## src/hw/rtl/rtn_mul.sv

```systemverilog
`timescale 1ns / 1ps
module rtn_mul (
    input  logic               i_clk,
    input  logic signed [31:0] i_a,
    input  logic signed [31:0] i_b,
    output logic signed [63:0] o_prod
);
    logic signed [63:0] r_prod;

    always_ff @(posedge i_clk) begin
        r_prod <= 64'(i_a) * 64'(i_b);
    end

    assign o_prod = r_prod;
endmodule

```

## config.mk

```make
export PLATFORM = sky130hd
export DESIGN_NAME = rtn_mul
export DESIGN_NICKNAME = d
export VERILOG_FILES = /design/src/hw/rtl/rtn_mul.sv
export SDC_FILE = /design/constraint.sdc
export NUM_CORES = 2
export LEC_CHECK = 0
export BUFFER_PORTS_ARGS = -buffer_cell sky130_fd_sc_hd__clkbuf_2
export CELL_PAD_IN_SITES_DETAIL_PLACEMENT = 0
export CELL_PAD_IN_SITES_GLOBAL_PLACEMENT = 1
export CORE_ASPECT_RATIO = 1.4
export CORE_UTILIZATION = 47
export DETAILED_ROUTE_END_ITERATION = 8
export PLACE_DENSITY = 0.91
export SLEW_MARGIN = 20
export SYNTH_ARGS = -nofsm -noshare
export SYNTH_HDL_FRONTEND = slang
export SYNTH_SLANG_ARGS = --single-unit
```

## constraint.sdc

```tcl
create_clock -name i_clk -period 8.2 [get_ports i_clk]
set_input_delay 0.41 -clock i_clk [delete_from_list [all_inputs] [get_ports i_clk]]
set_output_delay 0.41 -clock i_clk [all_outputs]
set_load 0.01 [all_outputs]
```

# ---- Word level (Yosys, flattened, before mapping)
# Index checks and enable logic that the tools add are counted.
dict set report op_classes {
  n_mul 1
}
# op count
set ops {}
lappend ops {{$mul 32x32->64} 1}
dict set report word_totals {
  register_bits 64
  elab_cells 2
}

# ---- Longest topological paths before layout
dict set report logic_depth {
  ltp_word 1
  depth_mapped 28
}

# ---- Least setup slack after synthesis
# No wires, ideal clock.
dict set report synth_timing {
  path_type {input to register}
  startpoint {in i_b[2]}
  endpoint {reg r_prod[62] (netlist: o_prod[62])}
  t_arrival_ps 7599
  slack_ps 529
  stages 24
  n_path_buf 1
  cell_sequence {clkbuf_1 > nand2_1 > inv_1 > fa_1 > fa_1 > fa_1 > fa_1 > inv_1 > fa_1 > inv_1 > fa_1 > inv_1 > fa_1 > inv_1 > fa_1 > ha_1 > and3_1 > nand2_1 > or3_1 > o22a_1 > o211ai_1 > a31oi_1 > o31ai_1 > xor2_1}
}
dict set report synth_between {
  elab_chain_len 1
}
# element line_no
set synth_lines {}
lappend synth_lines {{start, declared} 5} ;# input logic signed [31:0] i_b,
lappend synth_lines {{$mul 32x32->64} 11} ;# r_prod <= 64'(i_a) * 64'(i_b);
lappend synth_lines {{end signal, assigned} 11}
lappend synth_lines {{end, declared} 8} ;# logic signed [63:0] r_prod;
# No other way between the ends.

# ---- Worst setup path in the final report
dict set report layout_timing {
  startpoint {in i_b[11]}
  endpoint {reg r_prod[61] (netlist: o_prod[61])}
}
# The elaborated chain is that of the path after synthesis.

==> report_table.html <==
<table>
<tr><th>Metric</th><th>Value</th></tr>
<tr><th colspan="2">Outcome</th></tr>
<tr><td>Run status</td><td>finished, final reports clean</td></tr>
<tr><th colspan="2">CTS</th></tr>
<tr><td>Number of H-tree levels</td><td>3</td></tr>
<tr><td>TritonCTS clock tree</td><td>done</td></tr>
<tr><td>Number of buffers on the longest clock path</td><td>2</td></tr>
<tr><td>Num Clock Sinks</td><td>64</td></tr>
<tr><td>Root buffer cell</td><td>sky130_fd_sc_hd__clkbuf_16</td></tr>
<tr><td>Clock transition at the registers of the reported paths</td><td>around 0.07 ns</td></tr>
<tr><td>TritonCTS Buffers</td><td>9</td></tr>
<tr><td>Post-CTS setup buffer count</td><td>0</td></tr>
<tr><th colspan="2">STA</th></tr>
<tr><td>Setup repair after global routing missed its margin</td><td>false</td></tr>
<tr><td>Relative slew margins</td><td>about three fifths</td></tr>
<tr><td>Setup Viol. Count Final</td><td>0</td></tr>
<tr><td>Final clock period utilization by the worst path</td><td>between 90% and 100%</td></tr>
<tr><td>Sum Neg Setup Slack</td><td>0 ns</td></tr>
<tr><td>Worst slew pin tran</td><td>0.6133 ns</td></tr>
<tr><td>Number of failing hold endpoints at the final stage</td><td>0</td></tr>
<tr><td>Top achievable clock speed</td><td>around 130 MHz</td></tr>
<tr><td>Max-slew violation count</td><td>0</td></tr>
<tr><td>Fin crit period</td><td>~8.0 ns</td></tr>
<tr><th colspan="2">Logic synthesis</th></tr>
<tr><td>Main combinational cell family by area after synthesis</td><td>adder cells</td></tr>
<tr><td>Post-synth design cell area</td><td>~37000 µm²</td></tr>
<tr><td>Synthesized area per cell</td><td>between 9 and 10 µm²</td></tr>
<tr><td>Most instantiated library cell after synthesis</td><td>sky130_fd_sc_hd__fa_1</td></tr>
<tr><td>Simple-gate share of the synthesized area</td><td>between 15 and 20%</td></tr>
<tr><td>Share of synthesized area occupied by flip-flops and latches</td><td>~3.4%</td></tr>
<tr><td>Flop and latch count out of synthesis</td><td>64</td></tr>
<tr><td>Post-Synthesis Net Count</td><td>~5200</td></tr>
<tr><td>Gate count of the mapped netlist</td><td>3884</td></tr>
<tr><td>Dominant cell type by area after synthesis</td><td>sky130_fd_sc_hd__fa_1</td></tr>
<tr><td>Adder and majority cell fraction of the synthesized area</td><td>approximately 64%</td></tr>
<tr><td>Fraction of synthesis flops using an asynchronous set or reset pin</td><td>0%</td></tr>
<tr><td>Main area contributors after synthesis</td><td>sky130_fd_sc_hd__fa_1 58%, sky130_fd_sc_hd__inv_1 9.6%, sky130_fd_sc_hd__and2_1 8.7%</td></tr>
<tr><td>Number of synthesized flops with an enable pin</td><td>0</td></tr>
<tr><td>Cell variety after synth</td><td>63</td></tr>
<tr><td>Portion of netlist area occupied by mux cells</td><td>0%</td></tr>
<tr><td>Top FF cell, synth</td><td>sky130_fd_sc_hd__dfxtp_1</td></tr>
<tr><td>Share of the synthesized area in the top cell type</td><td>between 50% and 60%</td></tr>
<tr><td>Commonest cells in the netlist</td><td>1082 x sky130_fd_sc_hd__fa_1, 952 x sky130_fd_sc_hd__inv_1, 516 x sky130_fd_sc_hd__and2_1, 511 x sky130_fd_sc_hd__nand2_1, 195 x sky130_fd_sc_hd__clkbuf_1</td></tr>
<tr><td>Synthesized-area fraction occupied by ao, oa, aoi and oai cells</td><td>3.464%</td></tr>
<tr><td>XOR/XNOR share of the synthesized area</td><td>under 10%</td></tr>
<tr><td>Warnings from Yosys</td><td>0</td></tr>
<tr><th colspan="2">Worst setup path</th></tr>
<tr><td>Kind of critical path</td><td>primary input to register</td></tr>
<tr><td>Worst EP required</td><td>between 8 and 9 ns</td></tr>
<tr><td>Slowest cell on the critical path</td><td>sky130_fd_sc_hd__fa_1</td></tr>
<tr><td>Critical path startpoint category</td><td>primary input</td></tr>
<tr><td>CP max FO</td><td>27</td></tr>
<tr><td>Largest stage delay on the critical path</td><td>around 0.54 ns</td></tr>
<tr><td>Critical path data arrival time</td><td>a little over 8 ns</td></tr>
<tr><td>Combined buffer and inverter count along the critical path</td><td>7</td></tr>
<tr><td>Worst path top cell family by delay</td><td>adder cells</td></tr>
<tr><td>Sort of element at the end of the critical path</td><td>register</td></tr>
<tr><td>Most used cell, CP</td><td>sky130_fd_sc_hd__fa_1</td></tr>
<tr><th colspan="2">Drt</th></tr>
<tr><td>Post-detailed-routing wire length</td><td>between 90000 and 100000 µm</td></tr>
<tr><td>Remaining routing DRC violations</td><td>0</td></tr>
<tr><td>Mean number of vias per cell</td><td>5.224</td></tr>
<tr><td>Antenna violation net count after detailed routing</td><td>0</td></tr>
<tr><td>Count of routing violations after the opening detailed-route iteration</td><td>between 1000 and 1500</td></tr>
<tr><td>DR WL/cell</td><td>19.52 µm</td></tr>
<tr><td>First drt pass iteration count</td><td>5</td></tr>
<tr><td>DR vias</td><td>26680</td></tr>
<tr><th colspan="2">Final layout</th></tr>
<tr><td>Fraction of layout cells with a size suffix above 1</td><td>9.877%</td></tr>
<tr><td>Max reg flops</td><td>64</td></tr>
<tr><td>Non-filler cells in the finished layout</td><td>just over 5000</td></tr>
<tr><td>Share of the core filled with cells in the final layout</td><td>52.17%</td></tr>
<tr><td>Net count, final</td><td>5387</td></tr>
<tr><td>Area added between synthesis and finish</td><td>9.424%</td></tr>
<tr><td>Final non-filler cell area</td><td>slightly above 40000 µm²</td></tr>
<tr><th colspan="2">GRT</th></tr>
<tr><td>Vias in the first global route</td><td>between 30000 and 40000</td></tr>
<tr><td>First-pass GRT wire length</td><td>~160000 µm</td></tr>
<tr><td>Maximum number of pins on one net before global-route repair</td><td>33</td></tr>
<tr><td>Overall Global Routing Usage</td><td>between 20% and 30%</td></tr>
<tr><td>Grt total ovfl</td><td>0</td></tr>
<tr><td>Number of antenna violations at the first check in global routing</td><td>10</td></tr>
<tr><th colspan="2">Place</th></tr>
<tr><td>Post-placement cell count</td><td>5090</td></tr>
<tr><td>Instance area at placement</td><td>between 40000 and 50000 µm²</td></tr>
<tr><td>DP Wirelength</td><td>between 80000 and 90000 µm</td></tr>
<tr><td>RePlAce Congestion</td><td>0.9082</td></tr>
<tr><td>Count of buffers inserted at the top-level ports</td><td>between 100 and 150</td></tr>
<tr><th colspan="2">Floorplanning</th></tr>
<tr><td>I/O pins</td><td>around 130</td></tr>
<tr><td>Chip Height</td><td>about 340 µm</td></tr>
<tr><td>Overall die width</td><td>approximately 240 µm</td></tr>
<tr><td>Std cell rows</td><td>121</td></tr>
<tr><td>Total core area</td><td>78120 µm²</td></tr>
<tr><td>Initial cell density of the core</td><td>between 40% and 50%</td></tr>
<tr><td>Die Outline Area</td><td>approximately 80000 µm²</td></tr>
<tr><th colspan="2">Job</th></tr>
<tr><td># Max-Cap Violations</td><td>0</td></tr>
<tr><th colspan="2">Hold path</th></tr>
<tr><td>Worst hold-check path type</td><td>primary input to register</td></tr>
</table>
area by class of cell:
| class | instances | area (µm²) |
|---|---|---|
| Clock buffer | 10 | 229.0 |
| Antenna cell | 3 | 7.507 |
| Sequential cell | 64 | 1281 |
| Clock inverter | 5 | 58.81 |
| Inverter | 952 | 3573 |
| Multi-Input combinational cell | 2668 | 31660 |
| Timing Repair Buffer | 361 | 2638 |
| Fill cell | 7086 | 37370 |
| Tap cell | 1045 | 1308 |
per-layer routing:
metal | track usage, % | vias up | wire length [µm]
met5 | 0 | - | 94
met4 | 21.09 | 14 | 9272
met3 | 3.149 | 385 | 4449
met2 | 48.12 | 892 | 53600
met1 | 27.77 | 14020 | 32320
li1 | - | 11380 | -
what timing repair did:
| action | in CTS | in global routing |
|---|---|---|
| endpoints found under the setup margin | 0 | 3 |
| hold buffers | 0 | 0 |
| resized for setup | 0 | 13 |
metrics by stage:
stage	worst slack [ns]	hold WS, ns
floorplan	0.5292	0.5373
global placement	-0.1172	0.7952
detailed placement	-0.2382	0.7968
CTS	0.1817	0.4516
global route	0.00009237	0.4564
finish	0.2114	0.4803
cells by family (layout without fill, tap and decap cells):
logic type	after synthesis	in the layout
buf+inv	1152	1328
other cells	0	3
simple gates	1134	1134
fa+ha+maj	1266	1266
compound gates	193	193
flops	64	64
xor+xnor	75	75
layout by cell type, fill, tap and decap left out, types with 5 or more instances in the layout:
cell type,netlist,routed
sky130_fd_sc_hd__fa_1,1082,1082
sky130_fd_sc_hd__inv_1,952,952
sky130_fd_sc_hd__and2_1,516,516
sky130_fd_sc_hd__nand2_1,511,511
sky130_fd_sc_hd__buf_4,0,214
sky130_fd_sc_hd__ha_1,184,184
sky130_fd_sc_hd__clkbuf_2,0,123
sky130_fd_sc_hd__a21oi_1,68,68
sky130_fd_sc_hd__dfxtp_1,64,64
sky130_fd_sc_hd__xnor2_1,53,53
sky130_fd_sc_hd__nor2_1,42,42
sky130_fd_sc_hd__o21ai_0,28,28
sky130_fd_sc_hd__a21o_1,23,23
sky130_fd_sc_hd__xor2_1,22,22
sky130_fd_sc_hd__buf_12,0,19
sky130_fd_sc_hd__nand3_1,15,15
sky130_fd_sc_hd__o21bai_1,15,15
sky130_fd_sc_hd__a31oi_1,12,11
sky130_fd_sc_hd__nand2b_1,9,9
sky130_fd_sc_hd__clkbuf_16,0,9
sky130_fd_sc_hd__nand4_1,7,7
sky130_fd_sc_hd__and3_1,7,7
sky130_fd_sc_hd__o31ai_1,6,6
sky130_fd_sc_hd__nor3_1,6,5
worst paths after layout:
kind | cells past startpoint | end | from | slack [ns]
worst max-delay path | 27 | o_prod[61] | i_b[11] | 0.21
worst min-delay path | 2 | o_prod[0] | i_a[0] | 0.48
Power is not shown: default switching activity piles up to over one toggle a cycle in this logic, so the estimate is an artifact.
