**src/hw/rtl/rtn_sqrt.sv**
```systemverilog
`timescale 1ns / 1ps
module rtn_sqrt (
    input  logic        i_clk,
    input  logic        i_rst_n,
    input  logic        i_start,
    input  logic [63:0] i_x,
    output logic        o_done,
    output logic [31:0] o_root
);
    logic        r_busy;
    logic        r_done;
    logic [63:0] r_x;
    logic [63:0] r_r;
    logic [63:0] r_bit;
    logic [63:0] sum;

    assign sum = r_r + r_bit;

    always_ff @(posedge i_clk) begin
        if (!i_rst_n) begin
            r_busy <= 1'b0;
            r_done <= 1'b0;
        end else begin
            r_done <= 1'b0;
            if (i_start) begin
                r_busy <= 1'b1;
            end else if (r_busy && r_bit[0]) begin
                r_busy <= 1'b0;
                r_done <= 1'b1;
            end
        end
    end

    always_ff @(posedge i_clk) begin
        if (i_start) begin
            r_x   <= i_x;
            r_r   <= '0;
            r_bit <= 64'h4000_0000_0000_0000;
        end else if (r_busy) begin
            if (r_x >= sum) begin
                r_x <= r_x - sum;
                r_r <= (r_r >> 1) + r_bit;
            end else begin
                r_r <= r_r >> 1;
            end
            r_bit <= r_bit >> 2;
        end
    end

    assign o_done = r_done;
    assign o_root = r_r[31:0];
endmodule

```
**config.mk**
```make
export PLATFORM = sky130hd
export DESIGN_NAME = rtn_sqrt
export DESIGN_NICKNAME = d
export VERILOG_FILES = /design/src/hw/rtl/rtn_sqrt.sv
export SDC_FILE = /design/constraint.sdc
export NUM_CORES = 1
export LEC_CHECK = 0
export BUFFER_PORTS_ARGS = -buffer_cell sky130_fd_sc_hd__buf_2
export CAP_MARGIN = 20
export CELL_PAD_IN_SITES_DETAIL_PLACEMENT = 0
export CELL_PAD_IN_SITES_GLOBAL_PLACEMENT = 1
export CORE_MARGIN = 3
export CORE_UTILIZATION = 27
export CTS_BUF_LIST = sky130_fd_sc_hd__clkbuf_4 sky130_fd_sc_hd__clkbuf_8
export CTS_CLUSTER_SIZE = 40
export DETAILED_ROUTE_END_ITERATION = 7
export GPL_TIMING_DRIVEN = 0
export PLACE_DENSITY_LB_ADDON = 0.1
export SLEW_MARGIN = 20
export SYNTH_ARGS = -nofsm -noshare
export SYNTH_HDL_FRONTEND = slang
export SYNTH_SLANG_ARGS = --single-unit
```
**constraint.sdc**
```tcl
create_clock -name i_clk -period 8.2 [get_ports i_clk]
set_input_delay 0.41 -clock i_clk [delete_from_list [all_inputs] [get_ports i_clk]]
set_output_delay 0.41 -clock i_clk [all_outputs]
set_load 0.02 [all_outputs]
```
* Word level (Yosys, flattened, before mapping)
Index checks and enable logic that the tools add are counted.
Widths: inputs -> output; s select.
** Storage, ports and cells
- Input port bits :: 67
- Flip-flop bits (word level) :: 162
- Output and inout bits :: 33
- Logic and storage cells :: 23
** Cells by class
- Magnitude comparators :: 1
- Reductions and logical operators :: 6
- Multiplexer cells :: 7
- $add $sub $neg :: 3
- Bitwise logic cells :: 1
** Operators with widths (count)
- $mux 64 :: 4
- $add 63x63->64 :: 1
- $add 64x63->64 :: 1
- $ge 64x64->1 :: 1
- $sub 64x64->64 :: 1
- $reduce_bool 2->1 :: 3
- $mux 1 :: 3
- $reduce_and 2->1 :: 1
- $reduce_or 2->1 :: 1
- $logic_and 1x1->1 :: 1
- $not 1->1 :: 1

* Longest topological paths before layout
Gate-level depths: netlist of run 1.
- Depth in word-level cells :: 5
- Mapped depth :: 27
- Depth with buffers taken out :: 25

* Least setup slack after synthesis of run 1
OpenSTA, ideal clock, no wires.
- Path type :: reg-to-reg
- From :: register r_bit[0]
- To :: register r_x[0] (enable)
- Buffers on the path :: 3
- Cell stages (with the launch flop) :: 26
- Data required time :: 7.806 ns
- Data arrival time :: 5.299 ns
- Library setup time :: 0.394 ns
- Slack :: 2.507 ns
- Clock period less this slack :: 5.693 ns
- Path through :: dfxtp_1 > ha_1 > ha_1 > a21o_1 > a31o_2 > a211o_1 > a211o_1 > a21o_1 > a31oi_1 > o31a_1 > o21ai_1 > a21oi_1 > nor2b_1 > xnor2_1 > ha_1 > clkbuf_1 > nand2_1 > nor3_1 > nand4_1 > o21bai_1 > a21oi_1 > o31a_1 > buf_2 > buf_2 > nor2_1 > or2_2
** Between the ends
- Word-level cells in the longest chain between the ends :: 4
** Ends and longest elaborated chain
- start: declaration :: RTL line 14 : logic [63:0] r_bit;
- start signal: assignment :: RTL line 46 : r_bit <= r_bit >> 2;
- $add 64x63->64 :: RTL line 17 : assign sum = r_r + r_bit;
- $ge 64x64->1 :: RTL line 40 : if (r_x >= sum) begin
- $reduce_bool 2->1 (no line)
- $reduce_and 2->1 (no line)
- end signal: assignment :: RTL line 36 : r_x <= i_x;
- end signal: assignment :: RTL line 41 : r_x <= r_x - sum;
- end: declaration :: RTL line 12 : logic [63:0] r_x;
No other way between the ends.
A chain may end at the register's enable or synchronous reset.

* Worst setup path after layout of run 1
- From :: register r_r[2]
- To :: register r_x[43] (enable)
** Between the ends
- Word-level cells in the longest chain between the ends :: 4
** Ends and longest elaborated chain
- start: declaration :: RTL line 13 : logic [63:0] r_r;
- start signal: assignment :: RTL line 42 : r_r <= (r_r >> 1) + r_bit;
- start signal: assignment :: RTL line 44 : r_r <= r_r >> 1;
- $add 64x63->64 :: RTL line 17
- $ge 64x64->1 :: RTL line 40
- $reduce_bool 2->1 (no line)
- $reduce_and 2->1 (no line)
No other way between the ends.

==> results of run 1 <==
## registers in the layout, summed over array words and instances, names as in the netlist
signal,count
r_busy,1
r_x,64
r_bit,32
r_r,64
o_done,1
## per-stage QoR
stage | power [mW] | util | setup WS (ns) | cells
floorplan | 2.84 | - | 2.51 | 1885
global placement | 3.56 | 0.301 | -0.391 | 2722
detailed placement | 3.56 | 0.302 | 0.435 | 2723
CTS | 4.28 | 0.310 | 0.393 | 2755
global route | 4.58 | 0.310 | 0.0524 | 2755
finish | 4.24 | 0.310 | 0.629 | 2755
## power breakdown
part | switching, mW | total [mW] | leakage, nW | internal (mW)
sequential | 0.106 | 1.15 | 1.45 | 1.04
combinational | 1.53 | 2.40 | 4.86 | 0.873
clock | 0.362 | 0.692 | 0.223 | 0.330
total | 2.00 | 4.24 | 6.53 | 2.25
## cell type report
cell class,instances,area (sq um),area share
Buffer,146,717,0.0426
Clock buffer,23,292,0.0173
Clock inverter,9,128,0.00758
Inverter,44,165,0.00981
Multi-Input combinational cell,1533,10200,0.606
Sequential cell,162,3880,0.231
Tap cell,739,925,0.0549
Timing Repair Buffer,99,518,0.0308
## layer usage
layer	share of wire	up-vias
met3	0.041	51
met4	0.020	0
li1	-	7152
met2	0.45	294
met5	0	-
met1	0.49	6883
## logic make-up (layout without fill, tap and decap cells)
family,count (synthesis),in the layout,synth area share
simple gates,573,573,0.177
flops,162,162,0.260
xor+xnor,148,148,0.0867
buf+inv,190,321,0.0589
mux,50,50,0.0339
fa+ha+maj,131,131,0.110
compound gates,631,631,0.274
## worst paths after layout
path	slack [ns]	end	cells past startpoint
min	0.07	r_busy$_SDFFE_PN0P_	2
max reg2reg	0.63	r_x[43]$_DFFE_PP_	26
min reg2reg	0.54	o_done$_SDFF_PP0_	2
max	0.63	r_x[43]$_DFFE_PP_	26
## cells in the final DEF (no fill, tap or decap), types with 29 or more instances in the layout
cell type / instances
a31oi_1: 52
clkbuf_1: 92
mux2i_1: 45
edfxtp_1: 64
buf_2: 112
nand4_1: 46
nor2_1: 176
a21o_1: 59
inv_1: 43
xnor2_1: 72
a211oi_1: 41
ha_1: 130
dfxtp_1: 98
xor2_1: 76
o21ai_0: 167
buf_4: 34
o21bai_1: 29
a21oi_1: 130
nand2_1: 197
==> run summary, run 1 <==
Period minus WS final: 7.57 ns
worst-path maximum fanout: 39
DRT iter0 DRCs: 845
WL final: 56.9 mm
CTS tree: built
Clock Pin Slew Worst Setup and Hold Paths: 0.10 ns
Seq cells post-synth: 162
placer congestion estimate: 0.889
cts hold-fix bufs: 0
CTS Buffer Depth: 2
crit-path max cell delay: 0.47 ns
Finish-stage setup viols: 0
antenna viol nets, final: 0
HPWL Detailed: 44.3 mm
number of flops mapped to enable cells by yosys: 64
vias in the first global route: 14,100
Die Ht: 241 um
max-slew violations: 0
crit end category: flip-flop
WL/cell: 20.6 um
worst setup path start: r_r[2]$_SDFFE_PP0P_
cell taking the most area after synthesis: dfxtp_1
RSZ-0062 raised after global routing: false
width of the die: 241 um
WP buf/inv: 4
met2 usage: 0.313
CP arrival: 7.85 ns
post-synthesis sequential area ratio: 0.260
power per standard cell area: 252 nW/um^2
clock root cell: clkbuf_8
post-synth net total: 2,083
count of cell types in the netlist: 82
H-Tree Depth: 4
initial antenna violation count: 0
Hold Path Origin: i_rst_n
leakage power: 6.53 nW
Worst setup SP type: flip-flop
yosys warns: 0
global-route wire length before repair: 86.4 mm
cts bufs inserted: 17
Critical Path RT: 8.48 ns
setup TNS: 0 ns
Clock Sinks: 162
global-route total usage across every layer: 0.197
FF-to-FF Start: r_r[2]$_SDFFE_PP0P_
maxcap violations: 0
PortBufs: 98
Worst-Skew Late Latency: 0.57 ns
Post-CTS Setup Bufs: 0
row count: 85
fmax: 132 MHz
die area: 58,300 sq um
Max VDD drop: 0.137 mV
area delta synth->final: 12.5%
skew final: 0.0236 ns
design area: 16,800 sq um
Antenna diodes: 0
Crit Path Class: flip-flop to flip-flop
Initial Util: 0.275
placed instance area: 16,400 sq um
Fin. Hold Viols: 0
I/O pin cnt: 100
cell count after synthesis: 1,885
slowest CP cell: dfxtp_1
Async SR Flop Fraction: 0
synth top area cells: dfxtp_1 13%, edfxtp_1 13%, ha_1 11%, o21ai_0 5.6%, nand2_1 4.9%
ys flop type: dfxtp_1
routed vias/inst: 5.22
GRT busiest layer: met2
nets: 2,201
most common cell in the netlist: nand2_1
largest net degree at the start of global routing: 40
share of cells above drive strength 1: 0.117
delay-heaviest family, CP: compound AO/OA/AOI/OAI gates
top cell type's share of synthesized area: 0.131
status: finished clean
fill cell count: 5,912
Hold Crit Class: primary input to flip-flop
post-CTS sizing: 0
synth cell count leaders: 197 x nand2_1, 176 x nor2_1, 167 x o21ai_0
vias: 14,400
core area: 54,300 sq um
syn avg cell area: 7.93 sq um
Hold Slack: 0.0748 ns
Slew HR: 0.257
total gr overflow: 0
residual DRC count: 0
CP dominant cell by count: a21oi_1
worst-margin pin slew: 1.12 ns
GR Util met1: 0.276
DRT Pass-1 Iters: 5
grt met3 use: 0.0298
Post-Syn Area: 15,000 sq um
fin crit share: 0.923
Power figures use the tool's default switching activity.
==> run 2, diff against run 1 <==
--- a/config.mk
+++ b/config.mk
@@ -5,12 +5,13 @@
 export SDC_FILE = /design/constraint.sdc
 export NUM_CORES = 1
 export LEC_CHECK = 0
+export ABC_AREA = 1
 export BUFFER_PORTS_ARGS = -buffer_cell sky130_fd_sc_hd__buf_2
 export CAP_MARGIN = 20
 export CELL_PAD_IN_SITES_DETAIL_PLACEMENT = 0
 export CELL_PAD_IN_SITES_GLOBAL_PLACEMENT = 1
 export CORE_MARGIN = 3
-export CORE_UTILIZATION = 27
+export CORE_UTILIZATION = 45
 export CTS_BUF_LIST = sky130_fd_sc_hd__clkbuf_4 sky130_fd_sc_hd__clkbuf_8
 export CTS_CLUSTER_SIZE = 40
 export DETAILED_ROUTE_END_ITERATION = 7
==> run 2 against run 1 <==
  * Combinational power rose by 110%
  * First-iteration DRC count increased to 2.8 times the previous value
  * Sequential power rose by 22%
  * Utilization increased by 19 points
  * Worst setup slack better by 1.6 ns
  * Non-clock buffer count down 26
  * Clock power fell by 12%
  * Routed wire length up 50%
  * Largest cell class unchanged
  * Largest power group unchanged
==> run summary, run 2 <==
Hold Slack: 0.115 ns
most frequent cells in the layout: 1,212 x nand2_1, 485 x inv_1, 427 x nor2_1
hold depth: 3
RSZ-0062 raised after global routing: false
vias in the first global route: 22,800
yosys warns: 0
post-synth net total: 3,767
post-CTS sizing: 0
synth cell count leaders: 1,213 x nand2_1, 485 x inv_1, 427 x nor2_1
delay-heaviest family, CP: simple AND/OR/NAND/NOR gates
vias: 23,600
design area: 21,700 sq um
power per standard cell area: 323 nW/um^2
Die Ht: 217 um
most common cell after layout, fill and taps aside: nand2_1
DRT Pass-1 Iters: 8
Critical Path RT: 8.43 ns
Period minus WS final: 5.96 ns
Initial Util: 0.462
antenna viol nets, final: 0
R2R cell count: 21
placed instance area: 21,400 sq um
Worst-Skew Late Latency: 0.55 ns
share of cells above drive strength 1: 0.0711
post-synthesis sequential area ratio: 0.193
cell taking the most area after synthesis: nand2_1
CP dominant cell by count: nand2_1
global-route total usage across every layer: 0.355
routed vias/inst: 5.51
maxcap violations: 0
die area: 47,200 sq um
leakage power: 10.1 nW
number of cells on the critical path: 21
residual DRC count: 0
biggest regs: r_r: 64 flops, r_x: 64 flops, r_bit: 32 flops
Finish-stage setup viols: 0
Seq cells post-synth: 162
Crit Path Class: flip-flop to flip-flop
FF+latch area: 3880 sq um
skew final: 0.0275 ns
critical-path cell list: ha_1, nand2_1, o21ai_0, nand2_1, o21ai_0, a21oi_1, o21ai_0, a21oi_1, nand3b_1, nand2_1, ha_1, nand2_1, nor3_1, nand2_1, nor3_2, nand2_2, nand2_2, nand2_2, buf_2, nand2_4, buf_12
worst-margin pin slew: 1.15 ns
global-route wire length before repair: 127 mm
max-slew violations: 0
Fin. Hold Viols: 0
Clock Sinks: 162
number of flops mapped to enable cells by yosys: 64
cell count after synthesis: 3,569
status: finished clean
area delta synth->final: 8.09%
largest net degree at the start of global routing: 36
placer congestion estimate: 1.04
Slew HR: 0.226
Clock Pin Slew Worst Setup and Hold Paths: 0.11 ns
slowest CP cell: o21ai_0
width of the die: 217 um
clock root cell: clkbuf_8
H-Tree Depth: 4
CTS Buffer Depth: 2
most common cell in the netlist: nand2_1
Post-Syn Area: 20,100 sq um
count of cell types in the netlist: 47
worst-path maximum fanout: 35
cts bufs inserted: 17
syn avg cell area: 5.63 sq um
Worst setup SP type: flip-flop
ys flop type: dfxtp_1
DRT iter0 DRCs: 2,404
CTS tree: built
top cell type's share of synthesized area: 0.227
WP buf/inv: 2
FF-to-FF Start: r_r[30]$_SDFFE_PP0P_
Antenna diodes: 0
CP arrival: 6.19 ns
R2R Setup Slk: 2.24 ns
FF-to-FF End: r_x[6]$_DFFE_PP_
crit-path max cell delay: 0.49 ns
Post-CTS Setup Bufs: 0
crit path to: r_x[6]$_DFFE_PP_
Max VDD drop: 0.167 mV
HPWL Detailed: 72.1 mm
fmax: 168 MHz
I/O pin cnt: 100
worst setup path start: r_r[30]$_SDFFE_PP0P_
synth top area cells: nand2_1 23%, dfxtp_1 9.8%, edfxtp_1 9.6%, inv_1 9.1%, ha_1 8.1%
nets: 3,886
PortBufs: 99
fin crit share: 0.726
cts hold-fix bufs: 0
row count: 76
core area: 43,600 sq um
Hold Path Origin: i_rst_n
crit end category: flip-flop
fill cell count: 4,820
Async SR Flop Fraction: 0
initial antenna violation count: 0
footprint of the multi-input gates: 13,700 sq um
total gr overflow: 0
Hold Crit Class: primary input to flip-flop
WL final: 85.5 mm
WL/cell: 20.0 um
setup TNS: 0 ns
run 2: cell count changes after synthesis, sizes merged, moves of 40 or more:
| cell | change |
|---|---|
| inv | +449 |
| nand3 | +283 |
| a31oi | -44 |
| a21oi | +90 |
| nand2 | +1024 |
| clkbuf | -56 |
| nor2 | +264 |
| a211oi | -40 |
| mux2i | -45 |
| a21o | -44 |
run 2: final cells by class:
cell class,instances,share of cell area
inverter,493,0.0852
clock inverter,13,0.00559
tap,585,0.0337
buffer,119,0.0305
clock buffer,18,0.0114
sequential,162,0.179
timing repair buffer,100,0.0237
multi-input combinational,2795,0.631
run 2: cell families (layout without fill, tap and decap cells):
family	count (synthesis)	in the layout	synth area share
buffers and inverters	612	743	0.125
DFF	162	162	0.193
and+or+nand+nor	2090	2090	0.428
adders and majority gates	131	131	0.0819
xor gates and xnor gates	98	98	0.0427
AOI/OAI and AO/OA	476	476	0.129
run 2: how the worst min path moves through the flow:
stage	slack, ns	to
detailed placement	0.49	r_r[0]$_SDFFE_PP0P_
global placement	0.48	r_r[0]$_SDFFE_PP0P_
floorplan	0.46	r_r[0]$_SDFFE_PP0P_
global route	0.11	r_busy$_SDFFE_PN0P_
CTS	0.09	r_busy$_SDFFE_PN0P_
finish	0.11	r_busy$_SDFFE_PN0P_
run 2: per-stage QoR:
step | worst slack [ns] | utilization | cells | power (mW)
2_1_floorplan | 3.20 | - | 3569 | 4.81
3_3_place_gp | 0.842 | 0.490 | 4253 | 6.21
3_5_place_dp | 2.49 | 0.490 | 4254 | 6.26
4_1_cts | 2.45 | 0.499 | 4285 | 6.89
5_1_grt | 1.97 | 0.499 | 4285 | 7.57
6_report | 2.24 | 0.499 | 4285 | 7.01
run 2: layer usage:
layer	part of all wire	global-route usage	vias up
li1	-	-	11600
met1	0.41	0.433	10800
met2	0.46	0.602	997
met3	0.062	0.0302	221
met4	0.069	0.226	0
met5	0	0	-
run 2: where the power goes:
part,internal [mW],total (mW),leakage [nW],switching [mW]
clock network,0.227,0.607,0.186,0.379
registers,1.16,1.40,1.44,0.242
logic,1.67,5.01,8.51,3.34
total,3.05,7.01,10.1,3.96
run 2: worst reg2reg max path: stages, from the launching register on:
cell and delay [ns]:
dfxtp_1 0.39, ha_1 0.39, nand2_1 0.16, o21ai_0 0.42, nand2_1 0.16, o21ai_0 0.49
a21oi_1 0.18, o21ai_0 0.35, a21oi_1 0.11, nand3b_1 0.12, nand2_1 0.10, ha_1 0.40
nand2_1 0.13, nor3_1 0.31, nand2_1 0.23, nor3_2 0.27, nand2_2 0.16, nand2_2 0.12
nand2_2 0.12, buf_2 0.27, nand2_4 0.43, buf_12 0.31
