## config.mk

```make
export PLATFORM = sky130hd
export DESIGN_NAME = rtn_div
export DESIGN_NICKNAME = d
export VERILOG_FILES = /design/src/hw/rtl/rtn_pkg.sv /design/src/hw/rtl/rtn_div.sv
export SDC_FILE = /design/constraint.sdc
export NUM_CORES = 1
export LEC_CHECK = 0
export BUFFER_PORTS_ARGS = -buffer_cell sky130_fd_sc_hd__buf_2
export CAP_MARGIN = 10
export CORE_AREA = 2 2 230 187
export DETAILED_ROUTE_END_ITERATION = 12
export DIE_AREA = 0 0 232 189
export GPL_TIMING_DRIVEN = 0
export SYNTH_ARGS = -nofsm -noshare
export SYNTH_HDL_FRONTEND = slang
export SYNTH_SLANG_ARGS = --single-unit
```

## constraint.sdc

```tcl
create_clock -name i_clk -period 8.04 [get_ports i_clk]
set_input_delay 1.608 -clock i_clk [delete_from_list [all_inputs] [get_ports i_clk]]
set_output_delay 1.608 -clock i_clk [all_outputs]
set_load 0.02 [all_outputs]
```

## src/hw/rtl/rtn_pkg.sv

```systemverilog
`timescale 1ns / 1ps
package rtn_pkg;

    localparam int COORD_BITS   = 32;
    localparam int ID_BITS      = 16;
    localparam int CFG_IDX_BITS = 3;
    localparam int STEP_BITS    = 5;
    localparam int ACC_BITS     = 50;
    localparam int NRM_BITS     = 49;
    localparam int DIV_NUM_BITS = 66;
    localparam int DIV_DEN_BITS = 50;
    localparam int DIV_CNT_BITS = 7;

    localparam logic [CFG_IDX_BITS-1:0] REG_ORIGIN_X = 3'd0;
    localparam logic [CFG_IDX_BITS-1:0] REG_ORIGIN_Y = 3'd1;
    localparam logic [CFG_IDX_BITS-1:0] REG_ORIGIN_Z = 3'd2;
    localparam logic [CFG_IDX_BITS-1:0] REG_DIR_X    = 3'd3;
    localparam logic [CFG_IDX_BITS-1:0] REG_DIR_Y    = 3'd4;
    localparam logic [CFG_IDX_BITS-1:0] REG_DIR_Z    = 3'd5;
    localparam logic [CFG_IDX_BITS-1:0] REG_EPSILON  = 3'd6;

    localparam logic [STEP_BITS-1:0] STEP_DET_END = 5'd8;
    localparam logic [STEP_BITS-1:0] STEP_TN_END  = 5'd23;
    localparam logic [STEP_BITS-1:0] STEP_NORMAL  = 5'd24;
    localparam logic [STEP_BITS-1:0] STEP_END     = 5'd29;

    localparam logic signed [31:0] Q_MAX = 32'sh7FFF_FFFF;
    localparam logic signed [31:0] Q_MIN = 32'sh8000_0000;

    typedef logic signed [COORD_BITS-1:0] t_coord;
    typedef logic signed [31:0] t_q16;
    typedef logic [2:0][31:0] t_vec3;

    typedef struct packed {
        t_coord vertex_a_x;
        t_coord vertex_a_y;
        t_coord vertex_a_z;
        t_coord vertex_b_x;
        t_coord vertex_b_y;
        t_coord vertex_b_z;
        t_coord vertex_c_x;
        t_coord vertex_c_y;
        t_coord vertex_c_z;
        logic [ID_BITS-1:0] triangle_id;
        logic last_triangle;
    } t_tri;

    typedef struct packed {
        logic hit;
        t_q16 distance;
        logic signed [15:0] normal_x;
        logic signed [15:0] normal_y;
        logic signed [15:0] normal_z;
        logic [ID_BITS-1:0] hit_triangle;
    } t_res;

    typedef struct packed {
        logic [CFG_IDX_BITS-1:0] index;
        logic [COORD_BITS-1:0] data;
    } t_cfg;

    typedef enum logic [2:0] {
        OPV_E1, OPV_E2, OPV_S, OPV_D, OPV_P, OPV_Q
    } t_opv;

    typedef enum logic [2:0] {
        DST_P, DST_Q, DST_DET, DST_U, DST_V, DST_TN, DST_N
    } t_dst;

    typedef struct packed {
        t_opv a_vec;
        logic [1:0] a_cmp;
        t_opv b_vec;
        logic [1:0] b_cmp;
        logic sub;
        logic first;
        logic wr;
        t_dst dst;
        logic [1:0] d_cmp;
    } t_step;

    function automatic t_q16 coord_sat(t_coord v);
        logic signed [63:0] w;
        w = 64'(v);
        if (w > 64'(Q_MAX)) return Q_MAX;
        if (w < 64'(Q_MIN)) return Q_MIN;
        return w[31:0];
    endfunction

    function automatic t_q16 sat33(logic signed [32:0] v);
        if (v > 33'(Q_MAX)) return Q_MAX;
        if (v < 33'(Q_MIN)) return Q_MIN;
        return v[31:0];
    endfunction

    function automatic t_q16 sat_acc(logic signed [ACC_BITS-1:0] v);
        if (v > ACC_BITS'(Q_MAX)) return Q_MAX;
        if (v < ACC_BITS'(Q_MIN)) return Q_MIN;
        return v[31:0];
    endfunction

    function automatic t_step mk(t_opv av, logic [1:0] ac, t_opv bv, logic [1:0] bc,
                                 logic sub, logic first, logic wr, t_dst dst,
                                 logic [1:0] dc);
        t_step s;
        s.a_vec = av;
        s.a_cmp = ac;
        s.b_vec = bv;
        s.b_cmp = bc;
        s.sub   = sub;
        s.first = first;
        s.wr    = wr;
        s.dst   = dst;
        s.d_cmp = dc;
        return s;
    endfunction

    function automatic t_step step_of(logic [STEP_BITS-1:0] idx);
        case (idx)
            5'd0:  return mk(OPV_D,  2'd1, OPV_E2, 2'd2, 1'b0, 1'b1, 1'b0, DST_P, 2'd0);
            5'd1:  return mk(OPV_D,  2'd2, OPV_E2, 2'd1, 1'b1, 1'b0, 1'b1, DST_P, 2'd0);
            5'd2:  return mk(OPV_D,  2'd2, OPV_E2, 2'd0, 1'b0, 1'b1, 1'b0, DST_P, 2'd1);
            5'd3:  return mk(OPV_D,  2'd0, OPV_E2, 2'd2, 1'b1, 1'b0, 1'b1, DST_P, 2'd1);
            5'd4:  return mk(OPV_D,  2'd0, OPV_E2, 2'd1, 1'b0, 1'b1, 1'b0, DST_P, 2'd2);
            5'd5:  return mk(OPV_D,  2'd1, OPV_E2, 2'd0, 1'b1, 1'b0, 1'b1, DST_P, 2'd2);
            5'd6:  return mk(OPV_E1, 2'd0, OPV_P,  2'd0, 1'b0, 1'b1, 1'b0, DST_DET, 2'd0);
            5'd7:  return mk(OPV_E1, 2'd1, OPV_P,  2'd1, 1'b0, 1'b0, 1'b0, DST_DET, 2'd0);
            5'd8:  return mk(OPV_E1, 2'd2, OPV_P,  2'd2, 1'b0, 1'b0, 1'b1, DST_DET, 2'd0);
            5'd9:  return mk(OPV_S,  2'd1, OPV_E1, 2'd2, 1'b0, 1'b1, 1'b0, DST_Q, 2'd0);
            5'd10: return mk(OPV_S,  2'd2, OPV_E1, 2'd1, 1'b1, 1'b0, 1'b1, DST_Q, 2'd0);
            5'd11: return mk(OPV_S,  2'd2, OPV_E1, 2'd0, 1'b0, 1'b1, 1'b0, DST_Q, 2'd1);
            5'd12: return mk(OPV_S,  2'd0, OPV_E1, 2'd2, 1'b1, 1'b0, 1'b1, DST_Q, 2'd1);
            5'd13: return mk(OPV_S,  2'd0, OPV_E1, 2'd1, 1'b0, 1'b1, 1'b0, DST_Q, 2'd2);
            5'd14: return mk(OPV_S,  2'd1, OPV_E1, 2'd0, 1'b1, 1'b0, 1'b1, DST_Q, 2'd2);
            5'd15: return mk(OPV_S,  2'd0, OPV_P,  2'd0, 1'b0, 1'b1, 1'b0, DST_U, 2'd0);
            5'd16: return mk(OPV_S,  2'd1, OPV_P,  2'd1, 1'b0, 1'b0, 1'b0, DST_U, 2'd0);
            5'd17: return mk(OPV_S,  2'd2, OPV_P,  2'd2, 1'b0, 1'b0, 1'b1, DST_U, 2'd0);
            5'd18: return mk(OPV_D,  2'd0, OPV_Q,  2'd0, 1'b0, 1'b1, 1'b0, DST_V, 2'd0);
            5'd19: return mk(OPV_D,  2'd1, OPV_Q,  2'd1, 1'b0, 1'b0, 1'b0, DST_V, 2'd0);
            5'd20: return mk(OPV_D,  2'd2, OPV_Q,  2'd2, 1'b0, 1'b0, 1'b1, DST_V, 2'd0);
            5'd21: return mk(OPV_E2, 2'd0, OPV_Q,  2'd0, 1'b0, 1'b1, 1'b0, DST_TN, 2'd0);
            5'd22: return mk(OPV_E2, 2'd1, OPV_Q,  2'd1, 1'b0, 1'b0, 1'b0, DST_TN, 2'd0);
            5'd23: return mk(OPV_E2, 2'd2, OPV_Q,  2'd2, 1'b0, 1'b0, 1'b1, DST_TN, 2'd0);
            5'd24: return mk(OPV_E1, 2'd1, OPV_E2, 2'd2, 1'b0, 1'b1, 1'b0, DST_N, 2'd0);
            5'd25: return mk(OPV_E1, 2'd2, OPV_E2, 2'd1, 1'b1, 1'b0, 1'b1, DST_N, 2'd0);
            5'd26: return mk(OPV_E1, 2'd2, OPV_E2, 2'd0, 1'b0, 1'b1, 1'b0, DST_N, 2'd1);
            5'd27: return mk(OPV_E1, 2'd0, OPV_E2, 2'd2, 1'b1, 1'b0, 1'b1, DST_N, 2'd1);
            5'd28: return mk(OPV_E1, 2'd0, OPV_E2, 2'd1, 1'b0, 1'b1, 1'b0, DST_N, 2'd2);
            5'd29: return mk(OPV_E1, 2'd1, OPV_E2, 2'd0, 1'b1, 1'b0, 1'b1, DST_N, 2'd2);
            default: return mk(OPV_E1, 2'd0, OPV_E2, 2'd0, 1'b0, 1'b1, 1'b0, DST_N, 2'd0);
        endcase
    endfunction

    function automatic t_q16 comp_of(t_vec3 v, logic [1:0] c);
        case (c)
            2'd0:    return $signed(v[0]);
            2'd1:    return $signed(v[1]);
            default: return $signed(v[2]);
        endcase
    endfunction

endpackage

```

## src/hw/rtl/rtn_div.sv

```systemverilog
`timescale 1ns / 1ps
module rtn_div (
    input  logic                                i_clk,
    input  logic                                i_rst_n,
    input  logic                                i_start,
    input  logic [rtn_pkg::DIV_NUM_BITS-1:0]    i_num,
    input  logic [rtn_pkg::DIV_DEN_BITS-1:0]    i_den,
    input  logic [rtn_pkg::DIV_CNT_BITS-1:0]    i_count,
    output logic                                o_done,
    output logic [rtn_pkg::DIV_NUM_BITS-1:0]    o_quo
);
    logic                                r_busy;
    logic                                r_done;
    logic [rtn_pkg::DIV_CNT_BITS-1:0]    r_cnt;
    logic [rtn_pkg::DIV_NUM_BITS-1:0]    r_num;
    logic [rtn_pkg::DIV_NUM_BITS-1:0]    r_quo;
    logic [rtn_pkg::DIV_DEN_BITS-1:0]    r_den;
    logic [rtn_pkg::DIV_DEN_BITS-1:0]    r_rem;
    logic [rtn_pkg::DIV_DEN_BITS:0]      trial;
    logic [rtn_pkg::DIV_DEN_BITS+1:0]    diff;
    logic                                ge;

    assign trial = {r_rem, r_num[rtn_pkg::DIV_NUM_BITS-1]};
    assign diff  = {1'b0, trial} - {2'b00, r_den};
    assign ge    = !diff[rtn_pkg::DIV_DEN_BITS+1];

    always_ff @(posedge i_clk) begin
        if (!i_rst_n) begin
            r_busy <= 1'b0;
            r_done <= 1'b0;
        end else begin
            r_done <= 1'b0;
            if (i_start) begin
                r_busy <= 1'b1;
            end else if (r_busy && r_cnt == rtn_pkg::DIV_CNT_BITS'(1)) begin
                r_busy <= 1'b0;
                r_done <= 1'b1;
            end
        end
    end

    always_ff @(posedge i_clk) begin
        if (i_start) begin
            r_num <= i_num;
            r_den <= i_den;
            r_cnt <= i_count;
            r_rem <= '0;
            r_quo <= '0;
        end else if (r_busy) begin
            r_num <= {r_num[rtn_pkg::DIV_NUM_BITS-2:0], 1'b0};
            r_rem <= ge ? diff[rtn_pkg::DIV_DEN_BITS-1:0] : trial[rtn_pkg::DIV_DEN_BITS-1:0];
            r_quo <= {r_quo[rtn_pkg::DIV_NUM_BITS-2:0], ge};
            r_cnt <= r_cnt - rtn_pkg::DIV_CNT_BITS'(1);
        end
    end

    assign o_done = r_done;
    assign o_quo  = r_quo;
endmodule

```

## Yosys cells after proc, flatten, opt, wreduce, memory -nomap -nowiden

Cells that the tools add are included.

- Reduce and logical (&&, ||, !) cells: 5
- Add/sub/neg operators: 2
- Bitwise operators: 1
- Equal/unequal tests: 1
- Multiplexer cells: 8

Operators by type and width:

| cell | count |
|---|---|
| $mux 66 | 2 |
| $sub 51x50->52 | 1 |
| $mux 50 | 1 |
| $mux 7 | 2 |
| $eq 7x1->1 const B | 1 |
| $sub 7x1->7 const B | 1 |
| $reduce_bool 2->1 | 2 |
| $mux 1 | 3 |
| $reduce_or 2->1 | 1 |
| $logic_and 1x1->1 | 1 |
| $logic_not 1->1 | 1 |
| $not 1->1 | 1 |

- Output and inout bits: 67
- Logic and storage cells: 24
- Bits of input ports: 126
- Bits in registers: 241

## Depth between registers and ports, before layout

- Word-level depth: 4
- Mapped depth: 15

## Least setup slack after synthesis

No wires, ideal clock.

- Path kind: input port to flip-flop
- From: input port i_start
- To: register r_cnt[0] (netlist name) (enable)
- Data required time: 7,613 ps
- Slack: 4,099 ps
- Setup time: 427 ps
- Stages: 4
- Arrival: 3,515 ps
- Cells stage by stage: clkbuf_1 nor2_1 clkbuf_1 inv_1

- Longest elaborated chain between the ends: 1

Ends and longest elaborated chain:

| element | RTL line | source |
|---|---|---|
| start, declared | rtn_div.sv:5 | `input logic i_start,` |
| $reduce_bool 2->1 (no source line) | - |  |
| end signal, assigned | rtn_div.sv:46 | `r_cnt <= i_count;` |
| end signal, assigned | rtn_div.sv:53 | `r_cnt <= r_cnt - rtn_pkg::DIV_CNT_BITS'(1);` |
| end, declared | rtn_div.sv:14 | `logic [rtn_pkg::DIV_CNT_BITS-1:0] r_cnt;` |

No other way between the ends.
A chain may end at the register's enable or synchronous reset.

## Final worst setup path

- From: register r_num[65] (netlist name)
- To: register r_rem[48] (netlist name)

- Longest elaborated chain between the ends: 2

Ends and longest elaborated chain:

| element | RTL line | source |
|---|---|---|
| start, declared | rtn_div.sv:15 | `logic [rtn_pkg::DIV_NUM_BITS-1:0] r_num;` |
| start signal, assigned | rtn_div.sv:44 | `r_num <= i_num;` |
| start signal, assigned | rtn_div.sv:50 | `r_num <= {r_num[rtn_pkg::DIV_NUM_BITS-2:0], 1'b0};` |
| $sub 51x50->52 | rtn_div.sv:24 | `assign diff = {1'b0, trial} - {2'b00, r_den};` |
| $mux 50 | rtn_div.sv:51 | `r_rem <= ge ? diff[rtn_pkg::DIV_DEN_BITS-1:0] : trial[rtn_pkg::DIV_DEN_BITS-1:0];` |
| end signal, assigned | rtn_div.sv:51 |  |
| end, declared | rtn_div.sv:18 | `logic [rtn_pkg::DIV_DEN_BITS-1:0] r_rem;` |

No other way between the ends.

==> flow_metrics.env <==
export IMPL_outcome="completed"
export IMPL_met1_usage=0.206
export IMPL_num_vias=9664
export IMPL_synth_compound_area_frac=0.135
export IMPL_cts_tree="built"
export IMPL_synth_edf_count=123
export IMPL_gr_usage_met3=0.0330
export IMPL_p_leak_nw=6.25
export IMPL_path_delay_family="compound AO/OA/AOI/OAI gates"
export IMPL_cts_setup_buffers=0
export IMPL_powerDensity_nw_per_um2=213
export IMPL_path_class="reg2reg"
export IMPL_ys_top_cells_by_area="edfxtp_1 (30%), dfxtp_1 (19%), mux2_2 (6.0%), ha_1 (5.3%), mux2i_1 (5.3%)"
export IMPL_grt_max_degree=74
export IMPL_worst_pin_slew_ns=0.822
export IMPL_cp_max_fo=6
export IMPL_grt_pass1_wl_um=51600
export IMPL_hold_class="reg2reg"
export IMPL_syn_nets=1377
export IMPL_synthTopCellsByCount="nor2_1 (130), edfxtp_1 (123), dfxtp_1 (118)"
export IMPL_placed_area_sq_um=14000
export IMPL_synthDominantCellAreaShare=0.300
export IMPL_critPathLaunchType="flip-flop"
export IMPL_drc=0
export IMPL_initial_utilization=0.296
export IMPL_first_pass_iters=5
export IMPL_die_w_um=232
export IMPL_synth_top_family_by_area="compound AO/OA/AOI/OAI gates"
export IMPL_slew_viol_final=0
export IMPL_dieHeight_um=189
export IMPL_ys_warn_count=0
export IMPL_fin_hold_ws_ns=0.495
export IMPL_routed_wl_um=33300
export IMPL_drt_iter0_drc=581
export IMPL_wl_per_cell_um=16.6
export IMPL_rsz0062_at_grt="false"
export IMPL_path_cells="inv_1, ha_1, inv_1, fa_1, a21oi_1, o2111ai_1, a211o_1, a41oi_2, o21ai_2, a21oi_1, nor3_1, o21ai_0, or3b_1, o21ai_0"
export IMPL_postRouteAntennaNets=0
export IMPL_synth_simple_area_share=0.128
export IMPL_worstPathArrival_ns=4.32
export IMPL_synth_cell_area_sq_um=12300
export IMPL_core_area_sq_um=41500
export IMPL_grt_busiest_layer="met2"
export IMPL_grt_ovfl_total=0
export IMPL_cts_sinks=241
export IMPL_final_area_sq_um=14900
export IMPL_clock_latency_ns=0.57
export IMPL_skew_ns=0.0139
export IMPL_cp_num_buf_inv=2
export IMPL_relSlewSlack=0.446
export IMPL_dpl_hpwl_um=24100
export IMPL_final_hold_violation_count=0
export IMPL_ys_ff_latch=241
export IMPL_synth_area_leader_cell="edfxtp_1"
export IMPL_drive_above_1_share=0.235
export IMPL_clkTransAtPathRegs_ns=0.07
export IMPL_fmax_ghz=0.261
export IMPL_total_power_mw=3.19
export IMPL_h_tree_depth=1
export IMPL_grt_use_met2=0.228
export IMPL_layout_cells_non_filler=1999
export IMPL_grt_pass1_vias=9325
export IMPL_antenna_found_initial=6
export IMPL_yosys_cell_types_count=68
export IMPL_synthMuxAreaShare=0.112
export IMPL_die_area_sq_um=43800
export IMPL_vias_per_cell=4.83
export IMPL_setup_violations=0
export IMPL_grt_util_all_layers=0.147
export IMPL_numCtsBuffers=28
export IMPL_fin_crit_sh=0.477
export IMPL_nets=1601
export IMPL_synthArstFlopShare=0
export IMPL_seq_area_frac_synth=0.492
export IMPL_worst_path_max_delay_cell="edfxtp_1"
export IMPL_synth_avg_cell_area_sq_um=10.3
export IMPL_synthXorXnorAreaFrac=0.0320
export IMPL_ios=193
export IMPL_cts_root_buffer="clkbuf_16"
export IMPL_final_setup_tns_ns=0
export IMPL_synth_fa_ha_area_frac=0.0545
export IMPL_netlist_instances=1198
export IMPL_fp_row_count=67
export IMPL_max_stage_delay_ns=0.40
export IMPL_placed_cells=1943
export IMPL_peakVddDrop_uv=149
export IMPL_yosysMostFrequentCell="nor2_1"
export IMPL_worst_setup_path_end_kind="flip-flop"
export IMPL_ctsResizeCount=0
export IMPL_cp_required_ns=8.52
export IMPL_fillers=4223
export IMPL_clockBufferDepth=3
export IMPL_synth_ff_type="edfxtp_1"
export IMPL_io_buffers=192
export IMPL_hold_buffers=0
export IMPL_maxCapViolCount=0
export IMPL_gp_congestion=0.862
export IMPL_syn_to_final_growth_pct=21.4
export IMPL_min_period_ns=3.84
cell type report:
cell class | instances | area, sq um | share of cell area
clock buffers | 36 | 783 | 0.0525
well taps | 552 | 691 | 0.0463
multi-input cells | 820 | 5680 | 0.381
flip-flops and latches | 241 | 6060 | 0.406
diodes | 3 | 7.51 | 0.000503
repair buffers | 194 | 1010 | 0.0675
plain buffers | 71 | 313 | 0.0209
clock inverters | 16 | 141 | 0.00947
inverters | 66 | 250 | 0.0168
worst register-to-register path, delay by kind of cell (launching register included):
| family | cells | cell delay, ns |
|---|---|---|
| AO/OA/AOI/OAI | 8 | 2.17 |
| adder cells (fa/ha/maj) | 2 | 0.56 |
| buffers and inverters | 2 | 0.14 |
| flip-flops | 1 | 0.40 |
| AND/OR/NAND/NOR | 2 | 0.51 |
final timing paths:
| path | startpoint | to | slack (ns) | depth (start not counted) |
|---|---|---|---|---|
| max | r_num[65]$_DFFE_PP_ | r_rem[48]$_SDFFE_PP0P_ | 4.20 | 14 |
| min | r_rem[11]$_SDFFE_PP0P_ | r_rem[12]$_SDFFE_PP0P_ | 0.49 | 2 |
| max reg2reg | r_num[65]$_DFFE_PP_ | r_rem[48]$_SDFFE_PP0P_ | 4.20 | 14 |
| min reg2reg | r_rem[11]$_SDFFE_PP0P_ | r_rem[12]$_SDFFE_PP0P_ | 0.49 | 2 |
metrics by stage:
step           setup slack [ns]   util
3_5_place_dp               3.24  0.337
2_1_floorplan              4.10      -
6_report                   4.20  0.360
4_1_cts                    3.85  0.359
5_1_grt                    3.92  0.360
3_3_place_gp               2.05  0.336
sequential cells by signal, indices dropped and copies added, names as in the netlist:
register  flops
o_done        1
o_quo        66
r_busy        1
r_cnt         7
r_den        50
r_num        66
r_rem        50
cell usage in the layout (no fill, tap or decap), types with 49 or more instances in the layout:
cell / Yosys / final
a21oi_1: 57 / 57
buf_2: 12 / 204
clkbuf_1: 47 / 52
dfxtp_1: 118 / 118
edfxtp_1: 123 / 123
ha_1: 52 / 52
inv_1: 66 / 65
mux2_2: 65 / 65
mux2i_1: 65 / 65
nand2_1: 113 / 113
nor2_1: 130 / 130
o21ai_0: 49 / 49
power breakdown:
| part | internal, mW | switching [mW] |
|---|---|---|
| logic | 0.203 | 0.286 |
| clock network | 0.728 | 0.552 |
| registers | 1.38 | 0.0358 |
metal layers:
layer | part of all wire | up-vias
li1 | - | 4781
met3 | 0.059 | 44
met1 | 0.48 | 4580
met5 | 0.0012 | -
met4 | 0.021 | 6
met2 | 0.44 | 253
logic make-up after synthesis:
| group | Yosys count |
|---|---|
| xor+xnor | 45 |
| flops | 241 |
| fa+ha+maj | 53 |
| simple gates | 351 |
| buf+inv | 137 |
| compound gates | 241 |
| mux | 130 |
Note: power is estimated with default switching activity, not from simulation.
